**src/rwcp_pkg.sv**
```systemverilog
// Package for the RIFF/WAVE chunk parser.
// Holds the parse phase type, chunk tags and header constants; depends on nothing.
`default_nettype none

package rwcp_pkg;

	typedef enum logic [2:0] {
		PH_HDR,
		PH_CHUNK,
		PH_BODY,
		PH_FMT,
		PH_DONE,
		PH_BAD
	} phase_t;

	localparam logic [31:0] TAG_RIFF = 32'h5249_4646;
	localparam logic [31:0] TAG_WAVE = 32'h5741_5645;
	localparam logic [31:0] TAG_FMT  = 32'h666D_7420;
	localparam logic [31:0] TAG_DATA = 32'h6461_7461;

	// fmt chunks shorter than this carry no usable format block
	localparam logic [31:0] FMT_MIN   = 32'd16;
	// index of the last byte of the 12-byte file header
	localparam logic [3:0]  HDR_LAST  = 4'd11;
	localparam logic [3:0]  RIFF_LAST = 4'd3;
	localparam logic [3:0]  CHDR_LAST = 4'd7;
	localparam logic [3:0]  TAG_BYTES = 4'd4;

	// fmt body byte positions
	localparam logic [31:0] FMT_STAGE_END = 32'd8;
	localparam logic [31:0] FMT_BITS_LO   = 32'd14;
	localparam logic [31:0] FMT_BITS_HI   = 32'd15;

endpackage

`default_nettype wire

```
**src/rwcp_if.sv**
```systemverilog
// Valid/ready channel interfaces for the RIFF/WAVE chunk parser.
// One interface for input bytes, one for parse results; no package dependency.
`default_nettype none

interface rwcp_in_if;
	logic       valid;
	logic       ready;
	logic [7:0] byte_in;
	logic       final_byte;

	modport source (output valid, output byte_in, output final_byte, input ready);
	modport sink   (input valid, input byte_in, input final_byte, output ready);
endinterface

interface rwcp_out_if;
	logic        valid;
	logic        ready;
	logic        parse_ok;
	logic [15:0] fmt_code;
	logic [15:0] channel_count;
	logic [31:0] rate_hz;
	logic [15:0] sample_bits;
	logic [31:0] data_offset;
	logic [31:0] data_length;

	modport source (
		output valid, output parse_ok, output fmt_code, output channel_count,
		output rate_hz, output sample_bits, output data_offset, output data_length,
		input ready
	);
	modport sink (
		input valid, input parse_ok, input fmt_code, input channel_count,
		input rate_hz, input sample_bits, input data_offset, input data_length,
		output ready
	);
endinterface

`default_nettype wire

```
**src/riff_wave_chunk_parser_top.sv**
```systemverilog
// RIFF/WAVE chunk parser, top level.
// Uses rwcp_pkg for phase type and tags, rwcp_if for the byte and result channels.
`default_nettype none

// Streams a WAV file in, one byte per word on byte_ch, with final_byte set on the
// last word. The block checks the RIFF/WAVE header, walks the chunks, captures the
// fmt fields and the data chunk offset and length, and returns one result word on
// result_ch when the final byte has been consumed; the state then clears so the
// next byte starts a new file. A byte is taken every cycle while no final byte is held
// back: the one state-update stage behind the input register handles a whole byte per
// clock. A result word is registered as its final byte leaves the input register, and
// the input stalls only while a final byte waits for the result register to free up.
module riff_wave_chunk_parser_top #(
	parameter int OFFSET_WIDTH = 32
) (
	input  wire            clk,
	input  wire            arst_n,
	rwcp_in_if.sink        byte_ch,
	rwcp_out_if.source     result_ch
);

	// input register
	logic       valid_s1;
	logic [7:0] byte_s1;
	logic       final_s1;
	logic       adv_s1;

	// parse state
	rwcp_pkg::phase_t          phase_q, phase_d;
	logic [OFFSET_WIDTH-1:0]   pos_q, pos_d, pos_inc;
	logic [3:0]                idx_q, idx_d;
	logic [31:0]               tag_q, tag_d, tag_sh;
	logic [31:0]               len_q, len_d, len_new;
	logic [32:0]               left_q, left_d, left_dec;
	logic [31:0]               seen_q, seen_d, seen_inc;
	logic [63:0]               stage_q, stage_d;
	logic [15:0]               fmt_tag_q, fmt_tag_d;
	logic [15:0]               chan_q, chan_d;
	logic [15:0]               bits_q, bits_d;
	logic [31:0]               rate_q, rate_d;
	logic [31:0]               doff_q, doff_d;
	logic [31:0]               dlen_q, dlen_d;
	logic                      fmt_found_q, fmt_found_d;
	logic                      data_found_q, data_found_d;
	logic                      data_cur_q, data_cur_d;

	// result register
	logic        out_valid_q;
	logic        ok_q;
	logic [15:0] res_fmt_q, res_chan_q, res_bits_q;
	logic [31:0] res_rate_q, res_doff_q, res_dlen_q;
	logic        hdr_ok;
	logic        ok_d;

	assign adv_s1        = valid_s1 && (!final_s1 || !out_valid_q || result_ch.ready);
	assign byte_ch.ready = !valid_s1 || adv_s1;

	always_ff @(posedge clk or negedge arst_n) begin
		if (!arst_n) begin
			valid_s1 <= 1'b0;
		end else if (byte_ch.ready) begin
			valid_s1 <= byte_ch.valid;
		end
	end

	always_ff @(posedge clk) begin
		if (byte_ch.ready && byte_ch.valid) begin
			byte_s1  <= byte_ch.byte_in;
			final_s1 <= byte_ch.final_byte;
		end
	end

	assign pos_inc  = (pos_q != '1) ? pos_q + OFFSET_WIDTH'(1) : pos_q;
	assign seen_inc = (seen_q != '1) ? seen_q + 32'd1 : seen_q;
	assign tag_sh   = {tag_q[23:0], byte_s1};
	assign left_dec = left_q - 33'd1;

	always_comb begin
		len_new = len_q;
		len_new[8*idx_q[1:0] +: 8] = byte_s1;
	end

	// next-state logic for one byte
	always_comb begin
		phase_d      = phase_q;
		pos_d        = pos_inc;
		idx_d        = idx_q;
		tag_d        = tag_q;
		len_d        = len_q;
		left_d       = left_q;
		seen_d       = seen_q;
		stage_d      = stage_q;
		fmt_tag_d    = fmt_tag_q;
		chan_d       = chan_q;
		bits_d       = bits_q;
		rate_d       = rate_q;
		doff_d       = doff_q;
		dlen_d       = dlen_q;
		fmt_found_d  = fmt_found_q;
		data_found_d = data_found_q;
		data_cur_d   = data_cur_q;

		case (phase_q)
			rwcp_pkg::PH_HDR: begin
				tag_d = tag_sh;
				if (idx_q == rwcp_pkg::RIFF_LAST && tag_sh != rwcp_pkg::TAG_RIFF) begin
					phase_d = rwcp_pkg::PH_BAD;
				end else if (idx_q == rwcp_pkg::HDR_LAST) begin
					phase_d = (tag_sh == rwcp_pkg::TAG_WAVE) ? rwcp_pkg::PH_CHUNK
						: rwcp_pkg::PH_BAD;
					idx_d = '0;
				end else begin
					idx_d = idx_q + 4'd1;
				end
			end
			rwcp_pkg::PH_CHUNK: begin
				if (idx_q < rwcp_pkg::TAG_BYTES) begin
					tag_d = tag_sh;
					if (idx_q == '0) begin
						len_d = '0;
					end
					idx_d = idx_q + 4'd1;
				end else if (idx_q < rwcp_pkg::CHDR_LAST) begin
					len_d = len_new;
					idx_d = idx_q + 4'd1;
				end else begin
					len_d      = len_new;
					idx_d      = '0;
					data_cur_d = 1'b0;
					left_d     = {1'b0, len_new} + {32'd0, len_new[0]};
					seen_d     = '0;
					stage_d    = '0;
					if (len_new == '0) begin
						phase_d = rwcp_pkg::PH_CHUNK;
					end else if (tag_q == rwcp_pkg::TAG_FMT && len_new >= rwcp_pkg::FMT_MIN) begin
						phase_d = rwcp_pkg::PH_FMT;
					end else begin
						phase_d = rwcp_pkg::PH_BODY;
					end
					if (tag_q == rwcp_pkg::TAG_DATA) begin
						doff_d       = 32'(pos_inc);
						dlen_d       = '0;
						data_found_d = 1'b1;
						data_cur_d   = 1'b1;
						// data after a good fmt ends the walk
						if (fmt_found_q) begin
							phase_d = rwcp_pkg::PH_DONE;
						end
					end
				end
			end
			rwcp_pkg::PH_BODY: begin
				if (data_cur_q && dlen_q < len_q) begin
					dlen_d = dlen_q + 32'd1;
				end
				seen_d = seen_inc;
				left_d = left_dec;
				if (left_dec == '0) begin
					phase_d = rwcp_pkg::PH_CHUNK;
					idx_d   = '0;
				end
			end
			rwcp_pkg::PH_FMT: begin
				if (seen_q < rwcp_pkg::FMT_STAGE_END) begin
					stage_d[8*seen_q[2:0] +: 8] = byte_s1;
				end else if (seen_q == rwcp_pkg::FMT_BITS_LO) begin
					tag_d = {24'd0, byte_s1};
				end else if (seen_q == rwcp_pkg::FMT_BITS_HI) begin
					fmt_tag_d   = stage_q[15:0];
					chan_d      = stage_q[31:16];
					rate_d      = stage_q[63:32];
					bits_d      = {byte_s1, tag_q[7:0]};
					fmt_found_d = 1'b1;
				end
				seen_d = seen_inc;
				left_d = left_dec;
				if (left_dec == '0) begin
					phase_d = rwcp_pkg::PH_CHUNK;
					idx_d   = '0;
				end
			end
			rwcp_pkg::PH_DONE: begin
				if (data_cur_q && dlen_q < len_q) begin
					dlen_d = dlen_q + 32'd1;
				end
			end
			default: begin
			end
		endcase
	end

	// result fields, taken from the state after the final byte
	always_comb begin
		hdr_ok = phase_d != rwcp_pkg::PH_HDR && phase_d != rwcp_pkg::PH_BAD;
		ok_d   = hdr_ok && fmt_found_d && data_found_d && chan_d != '0 && rate_d != '0;
	end

	always_ff @(posedge clk or negedge arst_n) begin
		if (!arst_n) begin
			phase_q      <= rwcp_pkg::PH_HDR;
			pos_q        <= '0;
			idx_q        <= '0;
			tag_q        <= '0;
			len_q        <= '0;
			left_q       <= '0;
			seen_q       <= '0;
			stage_q      <= '0;
			fmt_tag_q    <= '0;
			chan_q       <= '0;
			bits_q       <= '0;
			rate_q       <= '0;
			doff_q       <= '0;
			dlen_q       <= '0;
			fmt_found_q  <= 1'b0;
			data_found_q <= 1'b0;
			data_cur_q   <= 1'b0;
		end else if (adv_s1 && final_s1) begin
			phase_q      <= rwcp_pkg::PH_HDR;
			pos_q        <= '0;
			idx_q        <= '0;
			tag_q        <= '0;
			len_q        <= '0;
			left_q       <= '0;
			seen_q       <= '0;
			stage_q      <= '0;
			fmt_tag_q    <= '0;
			chan_q       <= '0;
			bits_q       <= '0;
			rate_q       <= '0;
			doff_q       <= '0;
			dlen_q       <= '0;
			fmt_found_q  <= 1'b0;
			data_found_q <= 1'b0;
			data_cur_q   <= 1'b0;
		end else if (adv_s1) begin
			phase_q      <= phase_d;
			pos_q        <= pos_d;
			idx_q        <= idx_d;
			tag_q        <= tag_d;
			len_q        <= len_d;
			left_q       <= left_d;
			seen_q       <= seen_d;
			stage_q      <= stage_d;
			fmt_tag_q    <= fmt_tag_d;
			chan_q       <= chan_d;
			bits_q       <= bits_d;
			rate_q       <= rate_d;
			doff_q       <= doff_d;
			dlen_q       <= dlen_d;
			fmt_found_q  <= fmt_found_d;
			data_found_q <= data_found_d;
			data_cur_q   <= data_cur_d;
		end
	end

	always_ff @(posedge clk or negedge arst_n) begin
		if (!arst_n) begin
			out_valid_q <= 1'b0;
		end else if (adv_s1 && final_s1) begin
			out_valid_q <= 1'b1;
		end else if (result_ch.ready) begin
			out_valid_q <= 1'b0;
		end
	end

	always_ff @(posedge clk) begin
		if (adv_s1 && final_s1) begin
			ok_q       <= ok_d;
			res_fmt_q  <= hdr_ok ? fmt_tag_d : '0;
			res_chan_q <= hdr_ok ? chan_d : '0;
			res_rate_q <= hdr_ok ? rate_d : '0;
			res_bits_q <= hdr_ok ? bits_d : '0;
			res_doff_q <= hdr_ok ? doff_d : '0;
			res_dlen_q <= hdr_ok ? dlen_d : '0;
		end
	end

	assign result_ch.valid         = out_valid_q;
	assign result_ch.parse_ok      = ok_q;
	assign result_ch.fmt_code      = res_fmt_q;
	assign result_ch.channel_count = res_chan_q;
	assign result_ch.rate_hz       = res_rate_q;
	assign result_ch.sample_bits   = res_bits_q;
	assign result_ch.data_offset   = res_doff_q;
	assign result_ch.data_length   = res_dlen_q;

	// a body phase always has bytes left to skip
	a_body_left: assert property (@(posedge clk) disable iff (!arst_n)
		(phase_q == rwcp_pkg::PH_BODY || phase_q == rwcp_pkg::PH_FMT) |-> left_q != '0)
		else $error("body phase with nothing left to skip");

	// the walk only stops after both fmt and data were seen
	a_done_flags: assert property (@(posedge clk) disable iff (!arst_n)
		phase_q == rwcp_pkg::PH_DONE |-> (fmt_found_q && data_found_q && data_cur_q))
		else $error("parse done without fmt and data");

	// a consumed final byte always leaves a result word behind
	a_final_result: assert property (@(posedge clk) disable iff (!arst_n)
		(adv_s1 && final_s1) |=> (out_valid_q && phase_q == rwcp_pkg::PH_HDR))
		else $error("final byte did not produce a result");

endmodule

`default_nettype wire

```
**src/flat_wrapper.sv**
```systemverilog
// flat-port wrapper written by rule: the top's interface ports become plain ports
module riff_wave_chunk_parser_top_flat 
#(
	parameter int OFFSET_WIDTH = 32
)
  (clk, arst_n, byte_ch_valid, byte_ch_byte_in, byte_ch_final_byte, byte_ch_ready, result_ch_valid, result_ch_parse_ok, result_ch_fmt_code, result_ch_channel_count, result_ch_rate_hz, result_ch_sample_bits, result_ch_data_offset, result_ch_data_length, result_ch_ready);
  rwcp_in_if byte_ch_i ();
  rwcp_out_if result_ch_i ();
  input  wire clk;
  input  wire arst_n;
  input wire logic [$bits(byte_ch_i.valid)-1:0] byte_ch_valid;
  input wire logic [$bits(byte_ch_i.byte_in)-1:0] byte_ch_byte_in;
  input wire logic [$bits(byte_ch_i.final_byte)-1:0] byte_ch_final_byte;
  output wire logic [$bits(byte_ch_i.ready)-1:0] byte_ch_ready;
  output wire logic [$bits(result_ch_i.valid)-1:0] result_ch_valid;
  output wire logic [$bits(result_ch_i.parse_ok)-1:0] result_ch_parse_ok;
  output wire logic [$bits(result_ch_i.fmt_code)-1:0] result_ch_fmt_code;
  output wire logic [$bits(result_ch_i.channel_count)-1:0] result_ch_channel_count;
  output wire logic [$bits(result_ch_i.rate_hz)-1:0] result_ch_rate_hz;
  output wire logic [$bits(result_ch_i.sample_bits)-1:0] result_ch_sample_bits;
  output wire logic [$bits(result_ch_i.data_offset)-1:0] result_ch_data_offset;
  output wire logic [$bits(result_ch_i.data_length)-1:0] result_ch_data_length;
  input wire logic [$bits(result_ch_i.ready)-1:0] result_ch_ready;
  assign byte_ch_i.valid = byte_ch_valid;
  assign byte_ch_i.byte_in = byte_ch_byte_in;
  assign byte_ch_i.final_byte = byte_ch_final_byte;
  assign byte_ch_ready = byte_ch_i.ready;
  assign result_ch_valid = result_ch_i.valid;
  assign result_ch_parse_ok = result_ch_i.parse_ok;
  assign result_ch_fmt_code = result_ch_i.fmt_code;
  assign result_ch_channel_count = result_ch_i.channel_count;
  assign result_ch_rate_hz = result_ch_i.rate_hz;
  assign result_ch_sample_bits = result_ch_i.sample_bits;
  assign result_ch_data_offset = result_ch_i.data_offset;
  assign result_ch_data_length = result_ch_i.data_length;
  assign result_ch_i.ready = result_ch_ready;
  riff_wave_chunk_parser_top #(.OFFSET_WIDTH(OFFSET_WIDTH)) u_core (.clk(clk), .arst_n(arst_n), .byte_ch(byte_ch_i), .result_ch(result_ch_i));
endmodule
```
**config.mk**
```make
export PLATFORM = sky130hd
export DESIGN_NAME = riff_wave_chunk_parser_top_flat
export DESIGN_NICKNAME = d
export VERILOG_FILES = /design/src/rwcp_pkg.sv /design/src/rwcp_if.sv /design/src/riff_wave_chunk_parser_top.sv /design/src/flat_wrapper.sv
export SDC_FILE = /design/constraint.sdc
export NUM_CORES = 1
export LEC_CHECK = 0
export BUFFER_PORTS_ARGS = -buffer_cell sky130_fd_sc_hd__clkbuf_2
export CORE_ASPECT_RATIO = 1.75
export CORE_MARGIN = 5
export CORE_UTILIZATION = 45
export CTS_CLUSTER_DIAMETER = 30
export DETAILED_ROUTE_END_ITERATION = 12
export PLACE_DENSITY = 0.72
export SYNTH_ARGS = -nofsm -noshare
export SYNTH_HDL_FRONTEND = slang
export SYNTH_SLANG_ARGS = --single-unit
```
**constraint.sdc**
```tcl
create_clock -name clk -period 12.7 [get_ports clk]
set_input_delay 0 -clock clk [delete_from_list [all_inputs] [get_ports clk]]
set_output_delay 0 -clock clk [all_outputs]
set_load 0.005 [all_outputs]
```
* Word level (Yosys, flattened, before mapping)
Index checks and enable logic that the tools add are counted.
** Cells by class
- $add $sub $neg :: 8
- Magnitude comparators :: 5
- Eq/ne operators :: 27
- Shifts and indexed selects :: 4
- Muxes and demuxes :: 111
- Reductions and logical operators :: 40
** Operator list (number)
- 32-bit two-way mux :: 36
- 64-bit two-way mux :: 5
- 16-bit two-way mux :: 18
- 33-bit two-way mux :: 4
- 32-bit one-hot mux with 2 select lines :: 2
- 64-bit one-hot mux with 2 select lines :: 1
- 32-bit by 1-bit adder with 32-bit output (second input constant) :: 3
- 32-bit by 31-bit == test with 1-bit output (second input constant) :: 3
- 32-bit one-hot mux with 3 select lines :: 1
- 33-bit one-hot mux with 2 select lines :: 1
- 64-bit bitwise mux :: 1
- 32-bit by 4-bit == test with 1-bit output (second input constant) :: 2
- 32-bit inequality test (second input constant) :: 2
- 8-bit by 34-bit variable shift with 64-bit output (first input constant) :: 1
- 8-bit by 34-bit indexed part select with 64-bit output :: 1
- 5-bit negator with 34-bit output :: 1
- 6-bit negator with 34-bit output :: 1
- 8-bit by 34-bit variable shift with 32-bit output (first input constant) :: 1
- 8-bit by 34-bit indexed part select with 32-bit output :: 1
- 32-bit by 1-bit adder with 33-bit output :: 1
- 33-bit logical NOT :: 1
- 3-bit two-way mux :: 11
- 33-bit by 1-bit subtractor with 33-bit output (second input constant) :: 1
- 32-bit bitwise mux :: 1
- 33 further kinds :: 95
** Word-level totals
- Bits in registers :: 535
- Input port bits :: 13
- Output and inout port bits :: 147
- Logic and storage cells :: 223

* Depth between registers and ports, before layout
Gate-level depths: netlist (run 1).
- Word-level depth :: 18
- Depth in mapped cells :: 16
- Gate-level depth less buffers :: 14

* Worst setup path after synthesis (run 1)
No wires, ideal clock.
- Path type :: register to register
- From :: register u_core.valid_s1
- To :: register u_core.res_chan_q[0] (netlist: u_core.result_ch.channel_count[0]), enable pin
- Library setup time :: 0.566 ns
- Data arrival time :: 4.989 ns
- Data required time :: 12.134 ns
- Setup slack :: 7.146 ns
- Cell stages (with the launch flop) :: 5
- Path through :: dfrtp_1 -> clkbuf_1 -> nand3_1 -> clkinv_1 -> clkbuf_1
** Between the ends
- Word-level cells in the longest chain between the ends :: 2
** RTL lines
- start: declaration :: line riff_wave_chunk_parser_top.sv:23 : logic valid_s1;
- start signal: assignment :: line riff_wave_chunk_parser_top.sv:62 : valid_s1 <= byte_ch.valid;
- 1-bit logical AND :: line riff_wave_chunk_parser_top.sv:55 : assign adv_s1 = valid_s1 && (!final_s1 || !out_valid_q || result_ch.ready);
- 1-bit logical AND :: line riff_wave_chunk_parser_top.sv:267 : if (adv_s1 && final_s1) begin
- end signal: assignment :: line riff_wave_chunk_parser_top.sv:270 : res_chan_q <= hdr_ok ? chan_d : '0;
- end: declaration :: line riff_wave_chunk_parser_top.sv:50 : logic [15:0] res_fmt_q, res_chan_q, res_bits_q;
No other way between the ends.
A chain may end at the register's enable or synchronous reset.

* Worst setup path in the final report (run 1)
- From :: register u_core.idx_q[0]
- To :: register u_core.res_dlen_q[25] (netlist: u_core.result_ch.data_length[25]), data pin
** Between the ends
- Word-level cells in the longest chain between the ends :: 14
** RTL lines
- start: declaration :: line riff_wave_chunk_parser_top.sv:31 : logic [3:0] idx_q, idx_d;
- start signal: assignment :: line riff_wave_chunk_parser_top.sv:238 : idx_q <= idx_d;
- 5-bit negator with 34-bit output :: line riff_wave_chunk_parser_top.sv:80 : len_new[8*idx_q[1:0] +: 8] = byte_s1;
- 8-bit by 34-bit indexed part select with 32-bit output or 8-bit by 34-bit variable shift with 32-bit output (tied branches) :: line riff_wave_chunk_parser_top.sv:80
- 32-bit bitwise mux :: line riff_wave_chunk_parser_top.sv:80
- 32-bit by 5-bit greater-or-equal comparator with 1-bit output :: line riff_wave_chunk_parser_top.sv:135 : end else if (tag_q == rwcp_pkg::TAG_FMT && len_new >= rwcp_pkg::FMT_MIN) begin
- 1-bit logical AND :: line riff_wave_chunk_parser_top.sv:135
- 1-bit two-way mux :: line riff_wave_chunk_parser_top.sv:135
- 3-bit two-way mux :: line riff_wave_chunk_parser_top.sv:133 : if (len_new == '0) begin
- 3-bit two-way mux :: line riff_wave_chunk_parser_top.sv:146 : if (fmt_found_q) begin
- 3-bit two-way mux :: line riff_wave_chunk_parser_top.sv:140 : if (tag_q == rwcp_pkg::TAG_DATA) begin
- 3-bit two-way mux :: line riff_wave_chunk_parser_top.sv:123 : end else if (idx_q < rwcp_pkg::CHDR_LAST) begin
- 3-bit two-way mux :: line riff_wave_chunk_parser_top.sv:117 : if (idx_q < rwcp_pkg::TAG_BYTES) begin
- 3-bit one-hot mux with 3 select lines :: line riff_wave_chunk_parser_top.sv:103 : case (phase_q)
- 3-bit inequality test or 3-bit nonzero test (tied branches) :: line riff_wave_chunk_parser_top.sv:194 : hdr_ok = phase_d != rwcp_pkg::PH_HDR && phase_d != rwcp_pkg::PH_BAD;
- 1-bit logical AND :: line riff_wave_chunk_parser_top.sv:194
- end signal: assignment :: line riff_wave_chunk_parser_top.sv:274 : res_dlen_q <= hdr_ok ? dlen_d : '0;
- end: declaration :: line riff_wave_chunk_parser_top.sv:51 : logic [31:0] res_rate_q, res_doff_q, res_dlen_q;
Several ways; a longest one is shown, not always the timed one.

==> flow_metrics.env, run 1 <==
export IMPL_cts_tree="done"
export IMPL_yosysUniqueCellTypes=81
export IMPL_worst_slew_pin_slew_ps=1270
export IMPL_grt_max_degree=187
export IMPL_ir_drop_mv=0.180
export IMPL_synth_top_area_cell="dfrtp_1"
export IMPL_cts_buffer_depth=3
export IMPL_final_setup_tns_ps=0
export IMPL_drt_pass1_iterations=6
export IMPL_crit_family="compound AO/OA/AOI/OAI gates"
export IMPL_syn_nets=2897
export IMPL_r2r_start="u_core.idx_q[0]$_DFFE_PN0P_"
export IMPL_sw_frac_of_total=0.354
export IMPL_p_sw_w=0.00206
export IMPL_crit_cells=12
export IMPL_area_delta_synth_final_pct=16.8
export IMPL_num_vias=23400
export IMPL_dieArea_mm2=0.0653
export IMPL_cp_endpoint="u_core.result_ch.data_length[25]$_SDFFCE_PN0P_"
export IMPL_ys_ff_latch=535
export IMPL_cts_sinks=535
export IMPL_crit_slowest_cell="buf_4"
export IMPL_insertedDiodeCount=0
export IMPL_finalMaxSlewViolations=0
export IMPL_cp_end_kind="flop"
export IMPL_place_hpwl_um=55800
export IMPL_cp_cell_sequence="inv_1, ha_1, nor3b_1, a31oi_1, nand4_1, nor4_1, a211oi_1, a221o_1, a21o_1, mux2i_4, buf_4, o21ba_1"
export IMPL_die_w_um=195
export IMPL_start_util=0.452
export IMPL_cts_root_buffer="clkbuf_16"
export IMPL_rsz0062_at_grt="false"
export IMPL_setup_violations=0
export IMPL_postSynth_asyncResetShare=0.712
export IMPL_seq_area_frac_synth=0.523
export IMPL_synthesis_area_mm2=0.0271
export IMPL_synth_edf_count=154
export IMPL_r2r_slack_ps=7440
export IMPL_path_buf_inv=2
export IMPL_grt_pass1_vias=23100
export IMPL_final_core_util=0.528
export IMPL_drive_above_1_share=0.126
export IMPL_drv_cap=0
export IMPL_ioPinCount=160
export IMPL_max_flop_register="u_core.stage_q"
export IMPL_numCtsBuffers=84
export IMPL_crit_arrival_ps=5640
export IMPL_p_comb_frac=0.232
export IMPL_grt_ovfl_total=0
export IMPL_cp_slowest_stage_delay_ps=850
export IMPL_powerDensity_mw_per_mm2=184
export IMPL_setup_worst_path_class="flop to flop"
export IMPL_grtUsageTotal=0.245
export IMPL_p_leak_nw=12.6
export IMPL_vias_per_cell=6.15
export IMPL_timing_rr_end="u_core.result_ch.data_length[25]$_SDFFCE_PN0P_"
export IMPL_antenna_found_initial=0
export IMPL_p_int_w=0.00376
export IMPL_avgRoutedWirePerCell_um=21.5
export IMPL_cts_reportedPaths_clkPinSlew_ps=60
export IMPL_placementRows=119
export IMPL_nNetsFinal=3013
export IMPL_routed_wl_um=81900
export IMPL_port_buffers=159
export IMPL_fin_worst_skew_ps=32.9
export IMPL_timing_final_crit_share=0.414
export IMPL_synth_commonest_cells="nand2_1 (470), dfrtp_1 (381), o21ai_0 (254)"
export IMPL_place_gp_congestion=0.973
export IMPL_synth_ff_type="dfrtp_1"
export IMPL_largest_reg_flops=64
export IMPL_drc=0
export IMPL_synth_most_common_cell="nand2_1"
export IMPL_htreeDepth=3
export IMPL_start_kind="flop"
export IMPL_grt_pass1_wl_um=130000
export IMPL_core_mm2=0.0599
export IMPL_yosysWarnings=0
export IMPL_clock_power_share=0.413
export IMPL_synth_top_cells_by_area="dfrtp_1 (35%), edfxtp_1 (17%), nand2_1 (6.5%)"
export IMPL_worstPathRequired_ps=13080
export IMPL_syn_avg_cell_area_um2=9.54
export IMPL_clk_latency_ps=640
export IMPL_fmax_mhz=190
export IMPL_fin_crit_ps=5260
export IMPL_top_regs="u_core.stage_q: 64 flops, u_core.left_q: 33 flops"
export IMPL_synthCells=2837
export IMPL_slew_headroom=0.146
export IMPL_cp_max_fo=98
export IMPL_antenna_left=0
export IMPL_netlist_area_leader_share=0.352
export IMPL_hold_class="input pin to asynchronous set/reset pin"
export IMPL_hold_viol_final=0
export IMPL_drt_iter0_drc=2015
export IMPL_critical_path_startpoint="u_core.idx_q[0]$_DFFE_PN0P_"
export IMPL_reg2regPathDepth=12
export IMPL_dieHeight_um=334
export IMPL_seqPwrFrac=0.354
export IMPL_outcome="finished, final reports clean"
==> power groups by stage <==
stage | sequential (W) | clock (W) | combinational (W)
after CTS | 0.00206 | 0.00244 | 0.00134
after global placement | 0.00208 | 0 | 0.00131
after detailed placement | 0.00209 | 0 | 0.00133
final | 0.00206 | 0.00241 | 0.00135
after global routing | 0.00208 | 0.00252 | 0.00147
after floorplan | 0.00201 | 0 | 0.00100
==> per-stage QoR <==
stage	cell area, um^2	total power, W	instances	setup WS (ps)	hold slack (ps)
floorplan	27100	0.00301	2837	7150	-296
global placement	28500	0.00339	3640	7480	179
detailed placement	28500	0.00342	3640	7460	179
CTS	31600	0.00583	3811	7470	58.2
global route	31600	0.00607	3811	6950	85.3
finish	31600	0.00582	3811	7440	91.9
==> timing repair <==
action                    CTS  global route
hold endpoints to repair  139             0
hold buffers               13             0
setup buffers               0             0
resized for setup           0             0
==> routing by layer <==
layer  vias up  share of wire  track usage
li1      10600              -            -
met1     11400           0.37        0.288
met2      1073           0.51        0.429
met3       276          0.061       0.0318
met4         0          0.058        0.138
met5         -              0            0
==> cell type report <==
type | instances | area (um^2)
clock buffers | 90 | 2180
clock inverters | 68 | 796
inverters | 62 | 238
well taps | 786 | 983
multi-input cells | 2062 | 12000
repair buffers | 208 | 1220
flip-flops and latches | 535 | 14200
fillers | 5306 | 28300
==> layout by cell type, fill, tap and decap left out, drive strengths merged, types with 37 or more instances in the layout <==
cell type and count:
a21oi 163, a22o 108, a31oi 94, buf 37, clkbuf 248, dfrtp 381, edfxtp 154, ha 47
inv 95, nand2 470, nand3 78, nand4 52, nor2 177, nor3 49, nor4 60, o21ai 261
o31ai 39, xnor2 40, xor2 44
==> worst min path at each step <==
stage / end / slack (ps)
after floorplan: u_core.bits_q[0]$_DFFE_PN0N_ / -300
after global placement: u_core.final_s1$_DFFE_PP_ / 180
after detailed placement: u_core.final_s1$_DFFE_PP_ / 180
after CTS: u_core.byte_s1[2]$_DFFE_PP_ / 60
after global routing: u_core.byte_s1[6]$_DFFE_PP_ / 90
final: u_core.left_q[6]$_DFFE_PN0P_ / 90
==> cells by family after synthesis <==
kind of cell / Yosys count / share of synthesized area
fa+ha+maj: 47 / 0.0217
buf+inv: 240 / 0.0353
compound gates: 801 / 0.186
flops: 535 / 0.523
xor+xnor: 84 / 0.0272
mux: 15 / 0.00606
simple gates: 1115 / 0.200
(Power assumes the default switching activity.)
==> inputs of run 2 (changes only) <==
Settings changed: PLACE_DENSITY 0.72 to 0.74.
Clock period 12.7 ns to 4.5 ns, I/O delays scaled along.
==> flow_metrics.env, run 2 (synthesis results as in run 1) <==
export IMPL_port_buffers=159
export IMPL_drt_iter0_drc=1743
export IMPL_layoutNonFillerInstCount=3834
export IMPL_vias_per_cell=6.08
export IMPL_cts_buffer_depth=3
export IMPL_avgRoutedWirePerCell_um=20.9
export IMPL_final_setup_tns_ps=0
export IMPL_finalMaxSlewViolations=0
export IMPL_slew_headroom=0.176
export IMPL_grt_pass1_wl_um=127000
export IMPL_crit_cells=13
export IMPL_crit_family="simple AND/OR/NAND/NOR gates"
export IMPL_r2r_start="u_core.left_q[0]$_DFFE_PN0P_"
export IMPL_routed_wl_um=80100
export IMPL_path_buf_inv=3
export IMPL_dieArea_mm2=0.0653
export IMPL_p_leak_nw=12.6
export IMPL_rsz0062_at_grt="false"
export IMPL_placementRows=119
export IMPL_fmax_mhz=240
export IMPL_cts_sinks=535
export IMPL_core_mm2=0.0599
export IMPL_place_gp_congestion=0.929
export IMPL_crit_slowest_cell="or4_1"
export IMPL_drive_above_1_share=0.133
export IMPL_largest_reg_flops=64
export IMPL_grt_ovfl_total=0
export IMPL_cp_endpoint="u_core.result_ch.data_length[6]$_SDFFCE_PN0P_"
export IMPL_antenna_found_initial=0
export IMPL_timing_hold_ws_ps=76.2
export IMPL_drc=0
export IMPL_reg2regPathDepth=13
export IMPL_ioPinCount=160
export IMPL_nNetsFinal=3049
export IMPL_mostFrequentLayoutCells="nand2_1 (470), dfrtp_1 (381), o21ai_0 (251)"
export IMPL_hold_class="input pin to asynchronous set/reset pin"
export IMPL_clk_latency_ps=620
export IMPL_worst_slew_pin_slew_ps=1230
export IMPL_worstPathRequired_ps=4910
export IMPL_dpl_cell_count=3688
export IMPL_insertedDiodeCount=0
export IMPL_htreeDepth=3
export IMPL_critical_path_startpoint="u_core.left_q[0]$_DFFE_PN0P_"
export IMPL_drv_cap=0
export IMPL_final_common_cell="nand2_1"
export IMPL_setup_ws_ps=338
export IMPL_cp_max_fo=32
export IMPL_nFillCells=5418
export IMPL_setup_violations=0
export IMPL_place_hpwl_um=55200
export IMPL_ir_drop_mv=0.399
export IMPL_area_delta_synth_final_pct=16.7
export IMPL_start_util=0.452
export IMPL_cp_slowest_stage_delay_ps=570
export IMPL_cp_end_kind="flop"
export IMPL_r2r_slack_ps=340
export IMPL_final_core_util=0.528
export IMPL_cts_tree="done"
export IMPL_numCtsBuffers=72
export IMPL_grt_pass1_vias=23000
export IMPL_timing_final_crit_share=0.925
export IMPL_cp_cell_sequence="inv_1, ha_1, nor4b_4, and4_1, nand3_1, xnor2_1, or4_1, or4_1, a21o_1, mux2i_4, buf_12, buf_12, a311oi_1"
export IMPL_top_regs="u_core.stage_q: 64 flops, u_core.left_q: 33 flops"
export IMPL_timing_rr_end="u_core.result_ch.data_length[6]$_SDFFCE_PN0P_"
export IMPL_crit_arrival_ps=4580
export IMPL_outcome="finished, final reports clean"
export IMPL_antenna_left=0
export IMPL_cts_reportedPaths_clkPinSlew_ps=60
export IMPL_grtUsageTotal=0.239
export IMPL_drt_pass1_iterations=5
export IMPL_powerDensity_mw_per_mm2=498
export IMPL_cts_root_buffer="clkbuf_16"
export IMPL_dieHeight_um=334
export IMPL_num_vias=23300
export IMPL_fin_crit_ps=4160
export IMPL_setup_worst_path_class="flop to flop"
export IMPL_place_ws_ps=234
export IMPL_start_kind="flop"
export IMPL_die_w_um=195
export IMPL_grt_max_degree=120
export IMPL_hold_viol_final=0
export IMPL_max_flop_register="u_core.stage_q"
export IMPL_fin_worst_skew_ps=28.6
[run 2: cell types whose count changed in the layout (fill, tap and decap cells not counted), sizes merged]
cell and change:
inv -16, clkinvlp +1, clkbuf -7, clkinv +1
buf +48, bufinv -4
[run 2: worst register-to-register path, stage by stage (launching register included)]
cell and delay [ps]:
dfrtp_1 450, inv_1 90, ha_1 160, nor4b_4 310, and4_1 450, nand3_1 170, xnor2_1 150, or4_1 570
or4_1 560, a21o_1 260, mux2i_4 210, buf_12 160, buf_12 160, a311oi_1 270
[run 2: worst min path at each step]
stage,from,endpoint
2_1_floorplan,arst_n,u_core.bits_q[0]$_DFFE_PN0N_
3_3_place_gp,arst_n,u_core.left_q[4]$_DFFE_PN0P_
3_5_place_dp,arst_n,u_core.left_q[4]$_DFFE_PN0P_
4_1_cts,arst_n,u_core.left_q[3]$_DFFE_PN0P_
5_1_grt,byte_ch_final_byte,u_core.final_s1$_DFFE_PP_
6_report,arst_n,u_core.left_q[3]$_DFFE_PN0P_
[run 2: per-layer routing]
| metal | GRT usage | share of wire | vias up |
|---|---|---|---|
| met2 | 0.418 | 0.51 | 951 |
| met5 | 0 | 0 | - |
| met4 | 0.137 | 0.061 | 0 |
| met1 | 0.279 | 0.37 | 11400 |
| li1 | - | - | 10700 |
| met3 | 0.0346 | 0.060 | 271 |
[run 2: report_power, final]
part           leakage, nW  internal [W]  switching [W]
Combinational         4.67       0.00142        0.00268
Clock                 1.21       0.00346        0.00240
Sequential            6.76       0.00532       0.000453
Total                 12.6        0.0102        0.00553
[run 2: area by class of cell]
type | instances | area, um^2 | share of cell area
repair buffers | 256 | 1680 | 0.0532
clock buffers | 83 | 1960 | 0.0620
multi-input cells | 2062 | 12000 | 0.381
flip-flops and latches | 535 | 14200 | 0.448
well taps | 786 | 983 | 0.0311
clock inverters | 50 | 548 | 0.0173
inverters | 62 | 238 | 0.00753
[run 2: metrics by stage]
step                      power, W  cell area (um^2)
after detailed placement   0.00991             28900
after floorplan            0.00849             27100
after global placement     0.00987             28900
after global routing        0.0164             31600
final                       0.0157             31600
after CTS                   0.0158             31600
[run 2: repair_timing]
action / 4_1_cts / 5_1_grt
setup buffers: 0 / 0
hold buffers: 13 / 0
setup endpoints to repair: 0 / 1
resized for setup: 0 / 1
hold endpoints to repair: 119 / 0
